--- config.mk ---
export PLATFORM = sky130hd
export DESIGN_NAME = rpr_cell
export DESIGN_NICKNAME = d
export VERILOG_FILES = /design/src/design/assert_macros.svh /design/src/design/rpr_pkg.sv /design/src/design/rpr_cell.sv
export SDC_FILE = /design/constraint.sdc
export NUM_CORES = 1
export LEC_CHECK = 0
export BUFFER_PORTS_ARGS = -buffer_cell sky130_fd_sc_hd__clkbuf_2
export CAP_MARGIN = 5
export CORE_ASPECT_RATIO = 2
export CORE_MARGIN = 1.5
export CORE_UTILIZATION = 30
export CTS_CLUSTER_DIAMETER = 60
export DETAILED_ROUTE_END_ITERATION = 8
export HOLD_SLACK_MARGIN = 0.1
export PLACE_DENSITY_LB_ADDON = 0.12
export RECOVER_POWER = 50
export SYNTH_ARGS = -nofsm -noshare
export SYNTH_HDL_FRONTEND = slang
export SYNTH_SLANG_ARGS = --single-unit
--- constraint.sdc ---
create_clock -name clk_i -period 2.45 [get_ports clk_i]
set_clock_uncertainty 0.15 [all_clocks]
set_input_delay 0.1225 -clock clk_i [delete_from_list [all_inputs] [get_ports clk_i]]
set_output_delay 0.1225 -clock clk_i [all_outputs]
set_load 0.02 [all_outputs]
--- src/design/assert_macros.svh ---
// ----------------------------------------------------------------------------
// Assertion macros
// Shared concurrent assertion wrappers for the rotary position rotate block.
// ----------------------------------------------------------------------------
`ifndef ASSERT_MACROS_SVH
`define ASSERT_MACROS_SVH

// Assertion on an explicit clock and active-low reset.
`define RPR_ASSERT_AT(lbl, clk, rstn, prop, msg) \
  lbl: assert property (@(posedge clk) disable iff (!(rstn)) (prop)) \
    else $error(msg);

// Assertion on the block clock clk_i and reset rst_ni.
`define RPR_ASSERT(lbl, prop, msg) `RPR_ASSERT_AT(lbl, clk_i, rst_ni, prop, msg)

`endif

--- src/design/rpr_pkg.sv ---
// ----------------------------------------------------------------------------
// rpr_pkg
// Types and fixed constants shared by the rotary position rotate modules.
// ----------------------------------------------------------------------------
package rpr_pkg;

  // Extra fraction bits carried through the CORDIC datapath.
  localparam int unsigned GUARD_BITS    = 10;
  // Angle accumulator width, radians in Q30.
  localparam int unsigned Z_WIDTH       = 32;
  localparam int unsigned CORDIC_STAGES = 24;
  // Fixed widths of the position and pair index fields of an item.
  localparam int unsigned POS_FIELD_W   = 16;
  localparam int unsigned PAIR_FIELD_W  = 5;

  // Coarse pre-rotation by quarter turns.
  typedef enum logic [1:0] {
    QUAD_0,
    QUAD_90,
    QUAD_180,
    QUAD_270
  } rpr_quad_e;

  // Control that travels with every item down the pipeline.
  typedef struct packed {
    logic valid;
    logic bypass;
  } rpr_ctl_t;

  // Unsigned quotient by shift and subtract, for tables built at elaboration.
  function automatic longint unsigned div_u64(longint unsigned num, longint unsigned den);
    longint unsigned quo;
    longint unsigned rem;
    quo = '0;
    rem = '0;
    for (int i = 63; i >= 0; i--) begin
      rem = {rem[62:0], num[i]};
      if (rem >= den) begin
        rem    = rem - den;
        quo[i] = 1'b1;
      end
    end
    return quo;
  endfunction

endpackage

--- src/design/rpr_cell.sv ---
// ----------------------------------------------------------------------------
// rpr_cell
// One CORDIC micro-rotation stage; a row of these forms the rotator.
// ----------------------------------------------------------------------------
module rpr_cell import rpr_pkg::*; #(
  parameter int unsigned CW    = 28,
  parameter int unsigned SHIFT = 0
) (
  input  logic                       clk_i,
  input  logic                       rst_ni,
  input  logic                       en_i,
  input  rpr_ctl_t                   ctl_i,
  input  logic signed [CW-1:0]       a_i,
  input  logic signed [CW-1:0]       b_i,
  input  logic signed [Z_WIDTH-1:0]  z_i,
  output rpr_ctl_t                   ctl_o,
  output logic signed [CW-1:0]       a_o,
  output logic signed [CW-1:0]       b_o,
  output logic signed [Z_WIDTH-1:0]  z_o
);

  // atan(2^-i) in Q30, from the arctangent series in Q60 rounded to Q30.
  function automatic longint atan_q30(int unsigned i);
    longint s;
    longint t;
    s = 0;
    if (i == 0) begin
      return 64'sd843314857;
    end
    for (int unsigned n = 0; n < 31; n++) begin
      if (i * (2 * n + 1) <= 60) begin
        t = longint'(div_u64(64'd1 << (60 - i * (2 * n + 1)), 64'(2 * n + 1)));
        s = (n % 2 == 1) ? (s - t) : (s + t);
      end
    end
    return (s + (64'sd1 << 29)) >>> 30;
  endfunction

  localparam logic signed [Z_WIDTH-1:0] ATAN = Z_WIDTH'(atan_q30(SHIFT));

  rpr_ctl_t                  ctl_q;
  logic signed [CW-1:0]      a_q, b_q, a_d, b_d, da, db;
  logic signed [Z_WIDTH-1:0] z_q, z_d;

  assign da = b_i >>> SHIFT;
  assign db = a_i >>> SHIFT;

  always_comb begin
    if (ctl_i.bypass) begin
      a_d = a_i;
      b_d = b_i;
      z_d = z_i;
    end else if (!z_i[Z_WIDTH-1]) begin
      a_d = a_i - da;
      b_d = b_i + db;
      z_d = z_i - ATAN;
    end else begin
      a_d = a_i + da;
      b_d = b_i - db;
      z_d = z_i + ATAN;
    end
  end

  always_ff @(posedge clk_i or negedge rst_ni) begin
    if (!rst_ni) begin
      ctl_q <= '0;
    end else if (en_i) begin
      ctl_q <= ctl_i;
    end
  end

  always_ff @(posedge clk_i) begin
    if (en_i) begin
      a_q <= a_d;
      b_q <= b_d;
      z_q <= z_d;
    end
  end

  assign ctl_o = ctl_q;
  assign a_o   = a_q;
  assign b_o   = b_q;
  assign z_o   = z_q;

endmodule

==> summary.txt <==
Drt
  – Via count: 11100
  – Routed len/inst: 18.0 um
  – Post-DRT Antenna Nets: 0
  – Detailed Route WL: 40200 um
  – Vias/cell: 4.98
  – Residual DRC: 0
  – TritonRoute pass-1 iters: 5
  – DRT iter0 DRCs: 469

Synth
  – Adder-cell share of the synthesized area: 15.9%
  – Top post-synthesis cells by area: edfxtp_1 (27%), ha_1 (15%), o21ai_0 (6.3%)
  – Synth warn: 0
  – Ys async rst share: 2.22%
  – Area leader, netlist: edfxtp_1
  – EDFF count, synth: 88
  – Mapped Cells: 1196
  – Synth Flop Type: edfxtp_1
  – FF+latch count, synth: 90
  – Synth Area in Compound Gates: 26.8%
  – Syn_area_per_cell: 8.28 um^2
  – Netlist cell types: 74
  – Synthesized area: 9900 um^2
  – Post-synthesis mux area share: 3.31%
  – Synth Area in Simple Gates: 14.2%
  – XOR/XNOR Fraction of Synth Area: 6.55%
  – Top cell type's share of synthesized area: 26.7%
  – Seq/Total Area, Yosys: 27.2%
  – Main combinational cell family by area after synthesis: compound AO/OA/AOI/OAI gates
  – Syn nets: 1412

Die
  – IO Count: 183
  – Row cnt: 93
  – DIE HEIGHT: 260 um
  – Die W: 131 um
  – Overall die area: 34200 um^2
  – Core area: 32300 um^2
  – Initial core utilization: 30.6%

Critical path
  – CP Launch Point: a_i[6]
  – Critical Path End: a_o[21]
  – Worst Path Arrival: 2.69 ns
  – Crit path max fanout: 3
  – R2r setup slk: 1.55 ns
  – Reg2reg end: ctl_o[0]
  – Critical path startpoint category: primary input
  – Critical Path End Type: register
  – CP Class: in2reg
  – Worst Reg-to-Reg Cells: 1
  – Crit path required time: 2.42 ns
  – Reg2Reg Launch Point: ctl_o[0]

STA
  – Setup ws final: -0.265 ns
  – Slew Limit Fails: 0
  – RSZ-0062 raised after global routing: true
  – Fin crit period: 2.71 ns
  – Period utilization: 111%
  – Relative slew slack: 46.3%
  – Hold slack: 0.0975 ns
  – Worst-Margin Slew: 0.805 ns
  – Fmax: 368 MHz
  – Final setup vio count: 19
  – Fin. Hold Viols: 0

CTS
  – CTS tree: yes
  – Sink Count: 90
  – Worst skew pair latency: 0.38 ns
  – Cts bufs inserted: 9
  – Max clock buf depth: 2
  – Worst-path clk slew: 0.07 ns
  – Htree depth: 3
  – CTS Root Cell: clkbuf_16

Layout
  – Layout cell share with drive strength beyond 1: 36.3%
  – Final instance area: 16200 um^2
  – Antenna Cells: 0
  – Fin nets: 2016
  – Final core occ: 50.1%
  – Area Growth Syn to Fin: 63.9%
  – Fillcell total: 3304

Placement
  – I/O Buffers: 182
  – Cell Area, Placed: 14100 um^2
  – Detailed Place HPWL: 32000 um
  – Pre-CTS setup slack: -0.800 ns
  – GP Congestion: 0.903

Run status
  – Status: finished, violations left
  – Failing checks: setup timing

GRT
  – Grt total ovfl: 0
  – Largest net degree at the start of global routing: 64
  – Number of antenna violations at the first check in global routing: 0
  – GRT Util Overall: 23.4%
  – Vias in the first global route: 11700
  – First-pass GRT wire length: 61500 um

Run
  – MaxCap Viol Count: 0

Min path
  – HP Class: in2reg

Power
  – Tot Pwr: 7.24 mW
  – Lkg Pwr: 7.26 nW
  – Max IR drop VDD: 0.000369 V
  – PwrDens: 446 nW/um^2
[Yosys cell counts (19+ instances only)]
cell and n:
o21ai_0 124, a21oi_1 123, ha_1 119, nand2_1 105, inv_1 94, edfxtp_1 88, nor2_1 75, xnor2_1 59
a21o_1 34, clkbuf_1 31, mux2i_1 26, nor3_1 23, o21bai_1 23, nand3_1 19
[kinds of logic (layout without fill, tap and decap cells)]
kind of cell               after synthesis  count (layout)
buffers and inverters                  153             762
xor gates and xnor gates                74              74
muxes                                   32              32
and+or+nand+nor                        301             301
DFF                                     90              90
adders and majority gates              123             123
AOI/OAI and AO/OA                      423             423
[worst max-delay path: stages]
cell	delay [ns]
buf_8	0.10
inv_4	0.05
ha_4	0.20
or4_4	0.53
or4_4	0.44
a21oi_2	0.15
buf_6	0.15
buf_12	0.10
o31ai_4	0.05
a2bb2oi_2	0.15
buf_6	0.13
a211o_1	0.14
a32oi_1	0.12
xnor2_1	0.18
o21ai_0	0.09
[through the flow]
stage                     TNS (ns)  std cells
after global placement      -30.30       2110
after global routing         -4.22       2232
after floorplan              -5.68       1196
final                        -2.90       2232
after detailed placement    -31.07       2110
after CTS                    -2.38       2217
[final cells by class]
cell class | count | area, um^2 | area share [%]
Timing Repair Buffer | 651 | 4700 | 29.0
Multi-Input combinational cell | 953 | 7620 | 47.0
Sequential cell | 90 | 2690 | 16.6
Tap cell | 427 | 534 | 3.29
Clock buffer | 9 | 225 | 1.39
Clock inverter | 7 | 73.8 | 0.455
Inverter | 95 | 382 | 2.35
[layer usage]
layer  global-route usage [%]  vias to the layer above  routed length [um]
met2                     49.0                      250               23400
met4                     11.7                        0                2020
li1                         -                     5538                   -
met1                     20.8                     5246               13400
met3                     3.88                       86                1410
met5                        0                        -                   0
[layout by cell type (no fill, tap or decap), types with 21 or more instances in the layout]
cell type      count
xnor2_1           55
o21ai_0           83
mux2i_1           24
ha_4              27
a21o_1            34
a21oi_1           99
edfxtp_1          88
o21ai_1           26
nor2_1            71
clkbuf_1          91
nor3_1            21
buf_4            371
o21bai_1          22
clkbuf_2          83
nand2_1          102
dlygate4sd3_1     80
ha_1              90
a21oi_2           22
inv_1             85
[state kept, by name (all words and copies together) (netlist names)]
register and flops:
a_o 28, ctl_o 2, b_o 28, z_o 32
[where the power goes]
part	internal, mW	leakage, nW	switching, mW
Sequential	1.94	0.883	0.0565
Combinational	1.73	6.23	1.98
Clock	0.800	0.147	0.736
[timing repair]
action | in CTS | in global routing
pin swaps | 27 | 66
gates cloned | 0 | 0
endpoints found under the hold margin | 97 | 1
gates resized for setup | 97 | 115
endpoints found under the setup margin | 47 | 44
hold buffers | 79 | 1
setup buffers | 12 | 16
[worst min path at each step]
stage / start / slack [ns] / to / cells past startpoint
2_1_floorplan: rst_ni / -0.32 / ctl_o[0] / 0
3_3_place_gp: rst_ni / -0.24 / ctl_o[1] / 1
3_5_place_dp: rst_ni / -0.24 / ctl_o[1] / 1
4_1_cts: a_i[0] / 0.10 / a_o[0] / 4
5_1_grt: a_i[0] / 0.11 / a_o[0] / 4
6_report: a_i[0] / 0.1 / a_o[0] / 4
Power figures use the tool's default switching activity.
