**src/design/assert_macros.svh**
```systemverilog
// ----------------------------------------------------------------------------
// Assertion macros
// Shared concurrent assertion wrappers for the rotary position rotate block.
// ----------------------------------------------------------------------------
`ifndef ASSERT_MACROS_SVH
`define ASSERT_MACROS_SVH

// Assertion on an explicit clock and active-low reset.
`define RPR_ASSERT_AT(lbl, clk, rstn, prop, msg) \
  lbl: assert property (@(posedge clk) disable iff (!(rstn)) (prop)) \
    else $error(msg);

// Assertion on the block clock clk_i and reset rst_ni.
`define RPR_ASSERT(lbl, prop, msg) `RPR_ASSERT_AT(lbl, clk_i, rst_ni, prop, msg)

`endif

```
**src/design/rpr_pkg.sv**
```systemverilog
// ----------------------------------------------------------------------------
// rpr_pkg
// Types and fixed constants shared by the rotary position rotate modules.
// ----------------------------------------------------------------------------
package rpr_pkg;

  // Extra fraction bits carried through the CORDIC datapath.
  localparam int unsigned GUARD_BITS    = 10;
  // Angle accumulator width, radians in Q30.
  localparam int unsigned Z_WIDTH       = 32;
  localparam int unsigned CORDIC_STAGES = 24;
  // Fixed widths of the position and pair index fields of an item.
  localparam int unsigned POS_FIELD_W   = 16;
  localparam int unsigned PAIR_FIELD_W  = 5;

  // Coarse pre-rotation by quarter turns.
  typedef enum logic [1:0] {
    QUAD_0,
    QUAD_90,
    QUAD_180,
    QUAD_270
  } rpr_quad_e;

  // Control that travels with every item down the pipeline.
  typedef struct packed {
    logic valid;
    logic bypass;
  } rpr_ctl_t;

  // Unsigned quotient by shift and subtract, for tables built at elaboration.
  function automatic longint unsigned div_u64(longint unsigned num, longint unsigned den);
    longint unsigned quo;
    longint unsigned rem;
    quo = '0;
    rem = '0;
    for (int i = 63; i >= 0; i--) begin
      rem = {rem[62:0], num[i]};
      if (rem >= den) begin
        rem    = rem - den;
        quo[i] = 1'b1;
      end
    end
    return quo;
  endfunction

endpackage

```
**src/design/rpr_gain.sv**
```systemverilog
// ----------------------------------------------------------------------------
// rpr_gain
// CORDIC gain compensation, rounding and saturation to the data width.
// ----------------------------------------------------------------------------
module rpr_gain import rpr_pkg::*; #(
  parameter int unsigned DATA_BITS = 16,
  parameter int unsigned CW        = 28
) (
  input  logic                        clk_i,
  input  logic                        rst_ni,
  input  logic                        en_i,
  input  rpr_ctl_t                    ctl_i,
  input  logic signed [CW-1:0]        a_i,
  input  logic signed [CW-1:0]        b_i,
  output rpr_ctl_t                    ctl_o,
  output logic signed [DATA_BITS-1:0] x_o,
  output logic signed [DATA_BITS-1:0] y_o
);

  localparam int unsigned PROD_W  = CW + 21;
  localparam int unsigned SHIFT_W = GUARD_BITS + 20;
  localparam logic signed [20:0] GAIN_Q20 = 21'sd636751;
  localparam logic signed [PROD_W-1:0] ROUND_BIAS = PROD_W'(1) << (SHIFT_W - 1);
  localparam logic signed [PROD_W-1:0] SAT_HI =
    {{(PROD_W - DATA_BITS + 1){1'b0}}, {(DATA_BITS - 1){1'b1}}};
  localparam logic signed [PROD_W-1:0] SAT_LO =
    {{(PROD_W - DATA_BITS + 1){1'b1}}, {(DATA_BITS - 1){1'b0}}};

  function automatic logic [DATA_BITS-1:0] round_sat(logic signed [PROD_W-1:0] p);
    logic signed [PROD_W-1:0] r;
    r = (p + ROUND_BIAS) >>> SHIFT_W;
    if (r > SAT_HI) begin
      return SAT_HI[DATA_BITS-1:0];
    end else if (r < SAT_LO) begin
      return SAT_LO[DATA_BITS-1:0];
    end
    return r[DATA_BITS-1:0];
  endfunction

  rpr_ctl_t                    ctl1_q, ctl2_q;
  logic signed [PROD_W-1:0]    pa1_q, pb1_q, pa_d, pb_d;
  logic signed [DATA_BITS-1:0] rx1_q, ry1_q, x2_q, y2_q;

  assign pa_d = a_i * GAIN_Q20;
  assign pb_d = b_i * GAIN_Q20;

  always_ff @(posedge clk_i or negedge rst_ni) begin
    if (!rst_ni) begin
      ctl1_q <= '0;
      ctl2_q <= '0;
    end else if (en_i) begin
      ctl1_q <= ctl_i;
      ctl2_q <= ctl1_q;
    end
  end

  always_ff @(posedge clk_i) begin
    if (en_i) begin
      pa1_q <= pa_d;
      pb1_q <= pb_d;
      // A bypassed pair left the rotator unchanged, guard bits still zero.
      rx1_q <= a_i[GUARD_BITS +: DATA_BITS];
      ry1_q <= b_i[GUARD_BITS +: DATA_BITS];
      x2_q  <= ctl1_q.bypass ? rx1_q : round_sat(pa1_q);
      y2_q  <= ctl1_q.bypass ? ry1_q : round_sat(pb1_q);
    end
  end

  assign ctl_o = ctl2_q;
  assign x_o   = x2_q;
  assign y_o   = y2_q;

endmodule

```
**config.mk**
```make
export PLATFORM = sky130hd
export DESIGN_NAME = rpr_gain
export DESIGN_NICKNAME = d
export VERILOG_FILES = /design/src/design/assert_macros.svh /design/src/design/rpr_pkg.sv /design/src/design/rpr_gain.sv
export SDC_FILE = /design/constraint.sdc
export NUM_CORES = 2
export LEC_CHECK = 0
export ABC_CLOCK_PERIOD_IN_PS = 2400
export BUFFER_PORTS_ARGS = -buffer_cell sky130_fd_sc_hd__buf_2
export CAP_MARGIN = 20
export CORE_MARGIN = 2
export CORE_UTILIZATION = 45
export CTS_BUF_LIST = sky130_fd_sc_hd__clkbuf_16
export DETAILED_ROUTE_END_ITERATION = 10
export PLACE_DENSITY = 0.73
export SYNTH_ARGS = -nofsm -noshare
export SYNTH_HDL_FRONTEND = slang
export SYNTH_SLANG_ARGS = --single-unit
```
**constraint.sdc**
```tcl
create_clock -name clk_i -period 2.4 [get_ports clk_i]
set_clock_uncertainty 0.05 [all_clocks]
set_input_delay 0.24 -clock clk_i [delete_from_list [all_inputs] [get_ports clk_i]]
set_output_delay 0.24 -clock clk_i [all_outputs]
set_load 0.02 [all_outputs]
```
==> results.yml <==
synth:
  ys.flop_type: "edfxtp_1"
  async_flop_share_pct: 3.70
  synth_cell_type_count: 65
  syn-num-nets: 3931
  synth_area_per_cell_sq_um: 10.3
  syn_inst: 2814
  synth-edff-count: 104
  yosys_warnings: 0
  synth_seq_cells: 108
  seq_area_frac_synth_pct: 11.1
  syn-cell-area_sq_um: 28900
detailed_routing:
  drc_errors: 0
  wl_microns: 75700
  dr.pass1.iters: 5
  avgRoutedWirePerCell_microns: 17.5
  initialDrtViolationCount: 1175
  viasPerCell: 5.02
  vias: 21700
  postRouteAntennaNets: 0
critical_path:
  critPathRequiredTime_ps: 2470
  cp-start-kind: "input pin"
  critPathKind: "in -> reg"
  cp.arrival_ps: 5810
  worst-path-max-fanout: 6
  end_kind: "flop"
timing:
  whs_ps: 78.6
  tightest_slew_ps: 516
  fin_crit_ps: 5750
  report.final.setup_viol: 55
  worst_slack_ps: -3350
  finalCritPeriodShare_pct: 239
  rsz0062_at_grt: "true"
  drv_slew: 0
  finalHoldViolCount: 0
  slew_headroom_pct: 64.7
  fmax_mhz: 174
floorplanning:
  ios: 95
  die_area_sq_um: 66400
  die_y_microns: 258
  start_util_pct: 45.7
  die_w_microns: 258
  rows: 92
  core_sq_um: 63300
clocking:
  clk_path_buf_depth: 2
  cts.reportedPaths.clkPinSlew_ps: 80
  clkSinkCount: 108
  cts_buffers: 9
  cts_root_buf: "clkbuf_16"
  clk_latency_ps: 360
  ctsHtreeMaxLevel: 3
  tritoncts: "built"
flow_run:
  drv_cap: 0
grt:
  grt_first_pass_wirelength_microns: 121000
  grt_use_total_pct: 22.9
  grt_max_degree: 55
  antenna_found_initial: 1
  grt_pass1_vias: 23900
  gr-total-overflow: 0
layout:
  drive_gt1_share_pct: 30.8
  final_common_cell: "inv_1"
  area_growth_pct: 31.6
  fill_cells: 4838
  layout_common_cells: "798 x inv_1, 536 x fa_1, 519 x buf_4"
  finalNetCount: 4588
placed_design:
  dp_hpwl_microns: 62400
  dp_slack_ps: -3970
  port_buffers: 94
  gp_congestion: 0.938
outcome:
  violations: "setup timing"
  status: "complete, but fails checks"
worst_hold_path:
  worst_hold_path_type: "in -> reg"
worst paths after layout:
check                                          start               endpoint  slack [ps]  cells after the start
worst max-delay path                          a_i[7]    pa1_q[40]$_DFFE_PP_       -3350                     24
worst min-delay path                        ctl_i[1]  ctl1_q[1]$_DFFE_PN0P_          80                      2
worst max register to register   pa1_q[29]$_DFFE_PP_       x_o[0]$_DFFE_PP_        -240                     10
worst min register to register  ctl_o[0]$_DFFE_PN0P_   ctl_o[0]$_DFFE_PN0P_         460                      1
max in group asynchronous                     rst_ni  ctl1_q[0]$_DFFE_PN0P_        2000                      2
min in group asynchronous                     rst_ni   ctl_o[0]$_DFFE_PN0P_         170                      2
cells in the mapped netlist (3+ instances only):
master     instances  area, sq um
and2_1             5         31.3
o21bai_1           4         30.0
o21a_1            10         75.1
nor2_1            53          199
o311ai_0           5         43.8
ha_1             494         6180
nand4_1           17          106
o21ai_0           62          310
nand3_1           36          180
edfxtp_1         104         3120
nor4_1             6         37.5
nand2b_1          11         68.8
xor2_1            66          578
a22oi_1            6         45.0
clkbuf_1          13         48.8
o31ai_1            6         45.0
inv_1            847         3180
nor2b_1           24          150
mux2_2             5         56.3
a221oi_1           4         35.0
buf_2              3         15.0
o21ai_2            8         70.1
fa_1             562        11300
nand2_1           69          259
and3_1            16          100
a211oi_1          19          143
a31oi_1            7         43.8
mux2i_1            4         40.0
a21oi_1          135          676
nor3_1            23          115
a21o_1            36          270
and4_1             3         26.3
o2111ai_1          3         26.3
a211o_1            3         26.3
o211ai_1          10         75.1
dfrtp_1            4          100
xnor2_1           93          815
layout make-up:
class,instances,area [sq um],area share (%)
well taps,846,1060,2.78
inverters,847,3180,8.36
multi-input cells,1841,24900,65.3
flip-flops and latches,108,3220,8.47
clock inverters,7,103,0.269
repair buffers,664,5420,14.2
diodes,1,2.50,0.00657
clock buffers,9,225,0.591
critical path: stages:
cell,delay (ps)
buf_6,120
ha_4,270
buf_12,130
xor2_4,190
xnor2_2,140
fa_1,500
inv_2,60
fa_1,570
fa_1,440
fa_1,550
inv_1,60
fa_1,490
inv_1,70
ha_4,270
nand4_1,200
buf_4,240
nor3_2,220
a211oi_2,110
o211a_4,180
o211ai_1,260
and2_4,240
buf_6,100
a21oi_2,40
xnor2_1,110
kinds of logic (layout without fill, tap and decap cells):
| logic type | count (synthesis) | in the layout | synth area share (%) |
|---|---|---|---|
| compound gates | 339 | 339 | 7.29 |
| simple gates | 276 | 276 | 4.82 |
| buf+inv | 865 | 1527 | 11.3 |
| flops | 108 | 108 | 11.1 |
| fa+ha+maj | 1056 | 1056 | 60.2 |
| other cells | 0 | 1 | 0 |
| xor+xnor | 160 | 160 | 4.87 |
| mux | 10 | 10 | 0.385 |
repair_timing:
action | 4_1_cts | 5_1_grt
setup buffers | 26 | 25
gates cloned | 1 | 0
gates resized for setup | 343 | 170
pin swaps | 186 | 127
hold endpoints to repair | 4 | 0
hold buffers | 1 | 0
setup endpoints to repair | 70 | 70
flip-flops by register name (all words and copies together), names as in the netlist:
name    cells
ctl1_q      2
x_o        16
rx1_q      16
ctl_o       2
ry1_q      16
y_o        16
pb1_q      20
pa1_q      20
per-stage QoR:
step / cells / utilization [%] / instance area, sq um / TNS (ps)
3_5_place_dp: 4256 / 55.4 / 35000 / -152130
5_1_grt: 4323 / 60.2 / 38100 / -138420
6_report: 4323 / 60.2 / 38100 / -128900
4_1_cts: 4298 / 58.6 / 37100 / -125100
3_3_place_gp: 4256 / 55.4 / 35000 / -147750
2_1_floorplan: 2814 / - / 29600 / -118580
routing by layer:
metal | global-route usage, % | vias to the layer above | wire length (microns)
li1 | - | 10100 | -
met1 | 30.2 | 10900 | 31800
met4 | 6.78 | 0 | 2600
met2 | 40.1 | 572 | 37900
met5 | 0 | - | 0
met3 | 2.05 | 151 | 3390
Power is not shown: default switching activity piles up to over one toggle a cycle in this logic, so the estimate is an artifact.
