--- src/design/assert_macros.svh ---
// ----------------------------------------------------------------------------
// Assertion macros
// Shared concurrent assertion wrappers for the rotary position rotate block.
// ----------------------------------------------------------------------------
`ifndef ASSERT_MACROS_SVH
`define ASSERT_MACROS_SVH

// Assertion on an explicit clock and active-low reset.
`define RPR_ASSERT_AT(lbl, clk, rstn, prop, msg) \
  lbl: assert property (@(posedge clk) disable iff (!(rstn)) (prop)) \
    else $error(msg);

// Assertion on the block clock clk_i and reset rst_ni.
`define RPR_ASSERT(lbl, prop, msg) `RPR_ASSERT_AT(lbl, clk_i, rst_ni, prop, msg)

`endif

--- src/design/rpr_pkg.sv ---
// ----------------------------------------------------------------------------
// rpr_pkg
// Types and fixed constants shared by the rotary position rotate modules.
// ----------------------------------------------------------------------------
package rpr_pkg;

  // Extra fraction bits carried through the CORDIC datapath.
  localparam int unsigned GUARD_BITS    = 10;
  // Angle accumulator width, radians in Q30.
  localparam int unsigned Z_WIDTH       = 32;
  localparam int unsigned CORDIC_STAGES = 24;
  // Fixed widths of the position and pair index fields of an item.
  localparam int unsigned POS_FIELD_W   = 16;
  localparam int unsigned PAIR_FIELD_W  = 5;

  // Coarse pre-rotation by quarter turns.
  typedef enum logic [1:0] {
    QUAD_0,
    QUAD_90,
    QUAD_180,
    QUAD_270
  } rpr_quad_e;

  // Control that travels with every item down the pipeline.
  typedef struct packed {
    logic valid;
    logic bypass;
  } rpr_ctl_t;

  // Unsigned quotient by shift and subtract, for tables built at elaboration.
  function automatic longint unsigned div_u64(longint unsigned num, longint unsigned den);
    longint unsigned quo;
    longint unsigned rem;
    quo = '0;
    rem = '0;
    for (int i = 63; i >= 0; i--) begin
      rem = {rem[62:0], num[i]};
      if (rem >= den) begin
        rem    = rem - den;
        quo[i] = 1'b1;
      end
    end
    return quo;
  endfunction

endpackage

--- src/design/rpr_front.sv ---
// ----------------------------------------------------------------------------
// rpr_front
// Frequency lookup, phase product, quadrant split and residual angle setup.
// ----------------------------------------------------------------------------
module rpr_front import rpr_pkg::*; #(
  parameter int unsigned HEAD_SIZE     = 64,
  parameter int unsigned POSITION_BITS = 16,
  parameter int unsigned DATA_BITS     = 16,
  parameter int unsigned CW            = 28
) (
  input  logic                        clk_i,
  input  logic                        rst_ni,
  input  logic                        en_i,
  input  logic                        valid_i,
  input  logic                        kind_i,
  input  logic signed [DATA_BITS-1:0] x_i,
  input  logic signed [DATA_BITS-1:0] y_i,
  input  logic [POS_FIELD_W-1:0]      position_i,
  input  logic [PAIR_FIELD_W-1:0]     pair_index_i,
  output rpr_ctl_t                    ctl_o,
  output logic signed [CW-1:0]        a_o,
  output logic signed [CW-1:0]        b_o,
  output logic signed [Z_WIDTH-1:0]   z_o
);

  localparam int unsigned PW = (POSITION_BITS < POS_FIELD_W) ? POSITION_BITS : POS_FIELD_W;
  localparam int unsigned ROM_DEPTH = 1 << PAIR_FIELD_W;
  localparam int unsigned MAG_W  = 30;
  localparam int unsigned ZPROD_W = MAG_W + 32;
  localparam int unsigned EXT_W  = CW - DATA_BITS - GUARD_BITS;

  localparam longint unsigned BASE_LOG2_Q32  = 64'd57070290109;
  localparam longint unsigned LN2_Q32        = 64'd2977044472;
  localparam longint unsigned INV_TWO_PI_Q32 = 64'd683565276;
  localparam logic [31:0]     TWO_PI_Q29     = 32'd3373259426;
  localparam int unsigned     SERIES_TERMS   = 20;

  // exp(-x), x and result in Q32, by a truncated power series.
  function automatic longint unsigned exp_neg_q32(longint unsigned x);
    longint          sum;
    longint unsigned term;
    sum  = longint'(64'd1 << 32);
    term = 64'd1 << 32;
    for (int unsigned n = 1; n <= SERIES_TERMS; n++) begin
      term = div_u64((term * x) >> 32, 64'(n));
      if (n % 2 == 1) begin
        sum = sum - longint'(term);
      end else begin
        sum = sum + longint'(term);
      end
    end
    return (sum < 0) ? 64'd0 : longint'(sum);
  endfunction

  // Turns per position for pair k, Q0.32.
  function automatic logic [31:0] freq_entry(int unsigned k);
    longint unsigned e;
    longint unsigned f;
    longint unsigned g;
    int unsigned     whole;
    if (2 * k >= HEAD_SIZE) begin
      return 32'd0;
    end
    e     = div_u64(64'(2 * k) * BASE_LOG2_Q32, 64'(HEAD_SIZE));
    whole = 32'(e >> 32);
    f     = e & 64'hFFFF_FFFF;
    g     = exp_neg_q32((f * LN2_Q32) >> 32);
    return 32'(((g * INV_TWO_PI_Q32) >> 32) >> whole);
  endfunction

  logic [31:0] freq_tab [ROM_DEPTH];

  for (genvar g = 0; g < ROM_DEPTH; g++) begin : g_rom
    localparam logic [31:0] FREQ = freq_entry(g);
    assign freq_tab[g] = FREQ;
  end

  // Stage 1: table lookup.
  rpr_ctl_t                 ctl1_q;
  logic                     kind1_q;
  logic signed [DATA_BITS-1:0] x1_q, y1_q;
  logic [PW-1:0]            pos1_q;
  logic [31:0]              freq1_q;
  logic                     bypass_d;

  assign bypass_d = ({3'b000, pair_index_i, 1'b0} >= 9'(HEAD_SIZE));

  // Stage 2: phase product.
  rpr_ctl_t                 ctl2_q;
  logic                     kind2_q;
  logic signed [DATA_BITS-1:0] x2_q, y2_q;
  logic [31:0]              phase2_q;
  logic [PW+31:0]           phase_prod;

  assign phase_prod = (PW + 32)'(pos1_q) * (PW + 32)'(freq1_q);

  // Stage 3: direction, quadrant and residual magnitude.
  rpr_ctl_t                 ctl3_q;
  logic signed [DATA_BITS-1:0] x3_q, y3_q;
  rpr_quad_e                quad3_q;
  logic                     neg3_q;
  logic [MAG_W-1:0]         mag3_q;
  logic [31:0]              ph, ph_rnd, resid, mag;
  rpr_quad_e                quad_d;

  always_comb begin
    ph     = kind2_q ? (32'd0 - phase2_q) : phase2_q;
    ph_rnd = ph + 32'h2000_0000;
    // Pairs past the head keep their orientation.
    quad_d = ctl2_q.bypass ? QUAD_0 : rpr_quad_e'(ph_rnd[31:30]);
    resid  = {ph[31:30] - ph_rnd[31:30], ph[29:0]};
    mag    = resid[31] ? (32'd0 - resid) : resid;
  end

  // Stage 4: residual to radians and quarter-turn pre-rotation.
  rpr_ctl_t                 ctl4_q;
  logic                     neg4_q;
  logic [MAG_W-1:0]         zmag4_q;
  logic signed [CW-1:0]     a4_q, b4_q;
  logic [ZPROD_W-1:0]       zprod;
  logic signed [CW-1:0]     ax, bx, a4_d, b4_d;

  assign zprod = ZPROD_W'(mag3_q) * ZPROD_W'(TWO_PI_Q29);
  assign ax    = {{EXT_W{x3_q[DATA_BITS-1]}}, x3_q, {GUARD_BITS{1'b0}}};
  assign bx    = {{EXT_W{y3_q[DATA_BITS-1]}}, y3_q, {GUARD_BITS{1'b0}}};

  always_comb begin
    case (quad3_q)
      QUAD_90: begin
        a4_d = -bx;
        b4_d = ax;
      end
      QUAD_180: begin
        a4_d = -ax;
        b4_d = -bx;
      end
      QUAD_270: begin
        a4_d = bx;
        b4_d = -ax;
      end
      default: begin
        a4_d = ax;
        b4_d = bx;
      end
    endcase
  end

  // Stage 5: signed residual angle.
  rpr_ctl_t                   ctl5_q;
  logic signed [CW-1:0]       a5_q, b5_q;
  logic signed [Z_WIDTH-1:0]  z5_q;
  logic signed [Z_WIDTH-1:0]  zpos;

  assign zpos = Z_WIDTH'(zmag4_q);

  always_ff @(posedge clk_i or negedge rst_ni) begin
    if (!rst_ni) begin
      ctl1_q <= '0;
      ctl2_q <= '0;
      ctl3_q <= '0;
      ctl4_q <= '0;
      ctl5_q <= '0;
    end else if (en_i) begin
      ctl1_q <= '{valid: valid_i, bypass: bypass_d};
      ctl2_q <= ctl1_q;
      ctl3_q <= ctl2_q;
      ctl4_q <= ctl3_q;
      ctl5_q <= ctl4_q;
    end
  end

  always_ff @(posedge clk_i) begin
    if (en_i) begin
      kind1_q  <= kind_i;
      x1_q     <= x_i;
      y1_q     <= y_i;
      pos1_q   <= position_i[PW-1:0];
      freq1_q  <= freq_tab[pair_index_i];

      kind2_q  <= kind1_q;
      x2_q     <= x1_q;
      y2_q     <= y1_q;
      phase2_q <= phase_prod[31:0];

      x3_q     <= x2_q;
      y3_q     <= y2_q;
      quad3_q  <= quad_d;
      neg3_q   <= resid[31];
      mag3_q   <= mag[MAG_W-1:0];

      neg4_q   <= neg3_q;
      zmag4_q  <= zprod[MAG_W+30:31];
      a4_q     <= a4_d;
      b4_q     <= b4_d;

      a5_q     <= a4_q;
      b5_q     <= b4_q;
      z5_q     <= neg4_q ? -zpos : zpos;
    end
  end

  assign ctl_o = ctl5_q;
  assign a_o   = a5_q;
  assign b_o   = b5_q;
  assign z_o   = z5_q;

endmodule

--- config.mk ---
export PLATFORM = sky130hd
export DESIGN_NAME = rpr_front
export DESIGN_NICKNAME = d
export VERILOG_FILES = /design/src/design/assert_macros.svh /design/src/design/rpr_pkg.sv /design/src/design/rpr_front.sv
export SDC_FILE = /design/constraint.sdc
export NUM_CORES = 2
export LEC_CHECK = 0
export ABC_AREA = 1
export BUFFER_PORTS_ARGS = -buffer_cell sky130_fd_sc_hd__buf_2
export CORE_MARGIN = 2
export CORE_UTILIZATION = 50
export CTS_CLUSTER_DIAMETER = 40
export DETAILED_ROUTE_END_ITERATION = 10
export PLACE_DENSITY = 0.67
export SLEW_MARGIN = 20
export SYNTH_ARGS = -nofsm -noshare
export SYNTH_HDL_FRONTEND = slang
export SYNTH_SLANG_ARGS = --single-unit
--- constraint.sdc ---
create_clock -name clk_i -period 6.25 [get_ports clk_i]
set_input_delay 0.3125 -clock clk_i [delete_from_list [all_inputs] [get_ports clk_i]]
set_output_delay 0.3125 -clock clk_i [all_outputs]
set_load 0.02 [all_outputs]
==> summary.json <==
{
  "result_of_the_run": "complete, but fails checks",
  "violations": "setup timing",
  "max_clock_freq_mhz": 155,
  "synth-adder-area-share_pct": 42.3,
  "r2r-end": "zmag4_q[23]",
  "synth.area.mux_share_pct": 0.0263,
  "tritoncts": "done",
  "diodes": 0,
  "count_of_unresolved_drc_violations_after_routing": 0,
  "min_period_ns": 6.45,
  "fraction_of_the_mapped_netlist_area_in_compound_gates_pct": 5.10,
  "io_buffers": 126,
  "setup_viol_count_final": 21,
  "dr.first_iter.drc_count": 1830,
  "synth_top_cells_by_area": "sky130_fd_sc_hd__fa_1 30%, sky130_fd_sc_hd__edfxtp_1 24%, sky130_fd_sc_hd__ha_1 13%, sky130_fd_sc_hd__inv_1 9.7%, sky130_fd_sc_hd__nand2_1 7.6%",
  "post_synth_xor_area_fraction_pct": 3.07,
  "worst_setup_path_startpoint": "mag3_q[5]",
  "ios": 148,
  "timing.final.ws_setup_ns": -0.205,
  "finalWeightedCongestion": 0.963,
  "crit_path_end": "zmag4_q[23]",
  "fin_hold_ws_ns": 0.221,
  "routedWlPerCell_um": 18.1,
  "post-route-util_pct": 60.3,
  "crit_arrival_ns": 6.82,
  "synthDistinctLibCells": 62,
  "dpl.hpwl_mm": 92.6,
  "grt_use_total_pct": 26.3,
  "yosys.area.top_type": "sky130_fd_sc_hd__fa_1",
  "final_antenna_net_count": 0,
  "timing.final.max_slew_violations": 0,
  "max_cap_violations": 0,
  "worst_r2r_path_depth": 21,
  "fin_crit_sh_pct": 103,
  "endpoint_kind": "flop",
  "wl_mm": 113,
  "synth.cell_area_um2": 42800,
  "post_synth_and_or_nand_nor_area_fraction_pct": 13.8,
  "pin_count_of_the_biggest_net_entering_global_routing": 157,
  "crit_path_max_fanout": 3,
  "final_cell_mix": "1,070 x sky130_fd_sc_hd__inv_1, 832 x sky130_fd_sc_hd__nand2_1, 619 x sky130_fd_sc_hd__fa_1",
  "drive_gt1_share_pct": 18.4,
  "detail_route.vias_per_cell": 5.09,
  "cts_htree_levels": 2,
  "floorplan.die.height_um": 297,
  "numClockSinks": 349,
  "area_growth_syn_to_layout_pct": 19.8,
  "fp.coreArea_um2": 85000,
  "num-nets-final": 6193,
  "slew-limit-headroom_pct": 19.0,
  "syn_inst": 4574,
  "finClkSkew_ns": 0.0251,
  "initial_core_util_pct": 50.4,
  "clock_latency_ns": 0.65,
  "synth-seq-area-share_pct": 24.4,
  "final_common_cell": "sky130_fd_sc_hd__inv_1",
  "clock_path_buffers": 3,
  "design.die.area_um2": 88000,
  "worstSetupPathType": "reg2reg",
  "timing_worst_slew_pin_value_ns": 1.21,
  "total_vias_in_the_final_route": 31800,
  "grt_antenna_before_repair": 0,
  "first_pass_iters": 6,
  "start_kind": "flop",
  "clk_pin_slew_ns": 0.05,
  "critical_path_rt_ns": 6.62,
  "min-delay-path-class": "in2reg",
  "cts_root_buffer": "sky130_fd_sc_hd__clkbuf_16",
  "synth.top_cell.area_share_pct": 29.7,
  "grt_pass1_wl_mm": 178,
  "overflow_left_after_global_routing": 0,
  "grt_pass1_vias": 33900,
  "ys_seq_elements": 349,
  "placement_rows": 107,
  "yosysWarningCount": 0,
  "final-hold-violation-count": 0,
  "main_combinational_cell_family_by_area_after_synthesis": "adder cells",
  "grt_setup_unrepaired": "yes",
  "worst_r2r_startpoint": "mag3_q[5]",
  "synthesis.area_per_instance_um2": 9.36,
  "numCtsBuffers": 56,
  "fp.dieW_um": 297,
  "flop2flop_setup_slack_ns": -0.20,
  "hold_start": "pair_index_i[4]"
}
critical path, cell delays in order (launching register included):
cell and delay, ns:
sky130_fd_sc_hd__edfxtp_1 0.42, sky130_fd_sc_hd__inv_2 0.06, sky130_fd_sc_hd__fa_1 0.50, sky130_fd_sc_hd__inv_2 0.07
sky130_fd_sc_hd__buf_4 0.15, sky130_fd_sc_hd__fa_2 0.56, sky130_fd_sc_hd__fa_1 0.43, sky130_fd_sc_hd__fa_2 0.54
sky130_fd_sc_hd__fa_1 0.42, sky130_fd_sc_hd__fa_1 0.51, sky130_fd_sc_hd__fa_1 0.43, sky130_fd_sc_hd__fa_1 0.56
sky130_fd_sc_hd__ha_4 0.22, sky130_fd_sc_hd__a21oi_2 0.15, sky130_fd_sc_hd__buf_4 0.13, sky130_fd_sc_hd__o21ai_2 0.06
sky130_fd_sc_hd__a31oi_1 0.16, sky130_fd_sc_hd__o21ai_1 0.11, sky130_fd_sc_hd__buf_4 0.16, sky130_fd_sc_hd__nand4_1 0.15
sky130_fd_sc_hd__o211ai_1 0.20, sky130_fd_sc_hd__xor2_1 0.20
area by class of cell:
cell class | count | area, um^2
fillers | 7146 | 33700
multi-input cells | 2990 | 29100
flip-flops and latches | 349 | 10500
inverters | 1118 | 4200
repair buffers | 552 | 4150
well taps | 1144 | 1430
clock buffers | 58 | 1430
clock inverters | 47 | 529
synthesized netlist by cell type, drive strengths merged:
library cell	count
a221oi	6
a21boi	6
nor3	20
dfrtp	5
o211ai	9
xor2	93
o22ai	9
edfxtp	344
mux2	1
or2	8
and3	5
buf	34
conb	1
xnor2	54
a31o	2
a21oi	125
nand3b	15
o21ai	124
o311ai	3
clkbuf	103
a21o	17
nand2	894
a31oi	31
nand3	133
o221ai	5
nor2	258
o31ai	6
a32oi	1
ha	433
clkinv	1
fa	635
o21a	3
nand4	36
o21bai	8
o2111ai	15
a211o	1
a32o	2
inv	1117
nor4	11
layer usage:
| layer | up-vias | GRT usage [%] | part of all wire, % |
|---|---|---|---|
| li1 | 15100 | - | - |
| met1 | 15500 | 30.4 | 38 |
| met2 | 920 | 48.5 | 52 |
| met3 | 284 | 3.07 | 4.6 |
| met4 | 0 | 12.3 | 4.7 |
| met5 | - | 0 | 0 |
through the flow:
step | setup WS (ns) | std cells | area, um^2 | TNS, ns
4_1_cts | -0.116 | 6215 | 50000 | -1.44
5_1_grt | -0.347 | 6258 | 51300 | -7.02
3_5_place_dp | -0.359 | 6052 | 46900 | -7.13
2_1_floorplan | -0.00410 | 4594 | 42900 | -0.00410
6_report | -0.205 | 6258 | 51300 | -1.47
3_3_place_gp | -0.294 | 6052 | 46900 | -5.23
registers in the layout (all words and copies together) (netlist names), 18 cells and up:
name      count
b4_q         18
freq1_q      30
mag3_q       30
zmag4_q      30
a4_q         18
phase2_q     32
z_o          32
a_o          18
b_o          18
worst min path at each step:
stage          depth (start not counted)          to  slack [ns]
2_1_floorplan                          0   ctl1_q[1]        0.02
3_3_place_gp                           1   ctl1_q[1]        0.13
3_5_place_dp                           1   ctl1_q[1]        0.13
4_1_cts                                2  freq1_q[9]        0.19
5_1_grt                                2  freq1_q[9]        0.25
6_report                               2  freq1_q[9]        0.22
cells by family after synthesis:
logic type      Yosys count
compound gates          373
xor+xnor                147
fa+ha+maj              1068
buf+inv                1255
flops                   349
mux                       1
other cells               1
simple gates           1380
what timing repair did:
| action | 4_1_cts | 5_1_grt |
|---|---|---|
| hold buffers | 52 | 0 |
| buffers inserted | 7 | 43 |
| endpoints found under the hold margin | 55 | 0 |
| pin swaps | 52 | 107 |
| endpoints found under the setup margin | 29 | 36 |
| resized for setup | 136 | 215 |
| gates cloned | 0 | 0 |
Power is not shown: default switching activity piles up to over one toggle a cycle in this logic, so the estimate is an artifact.
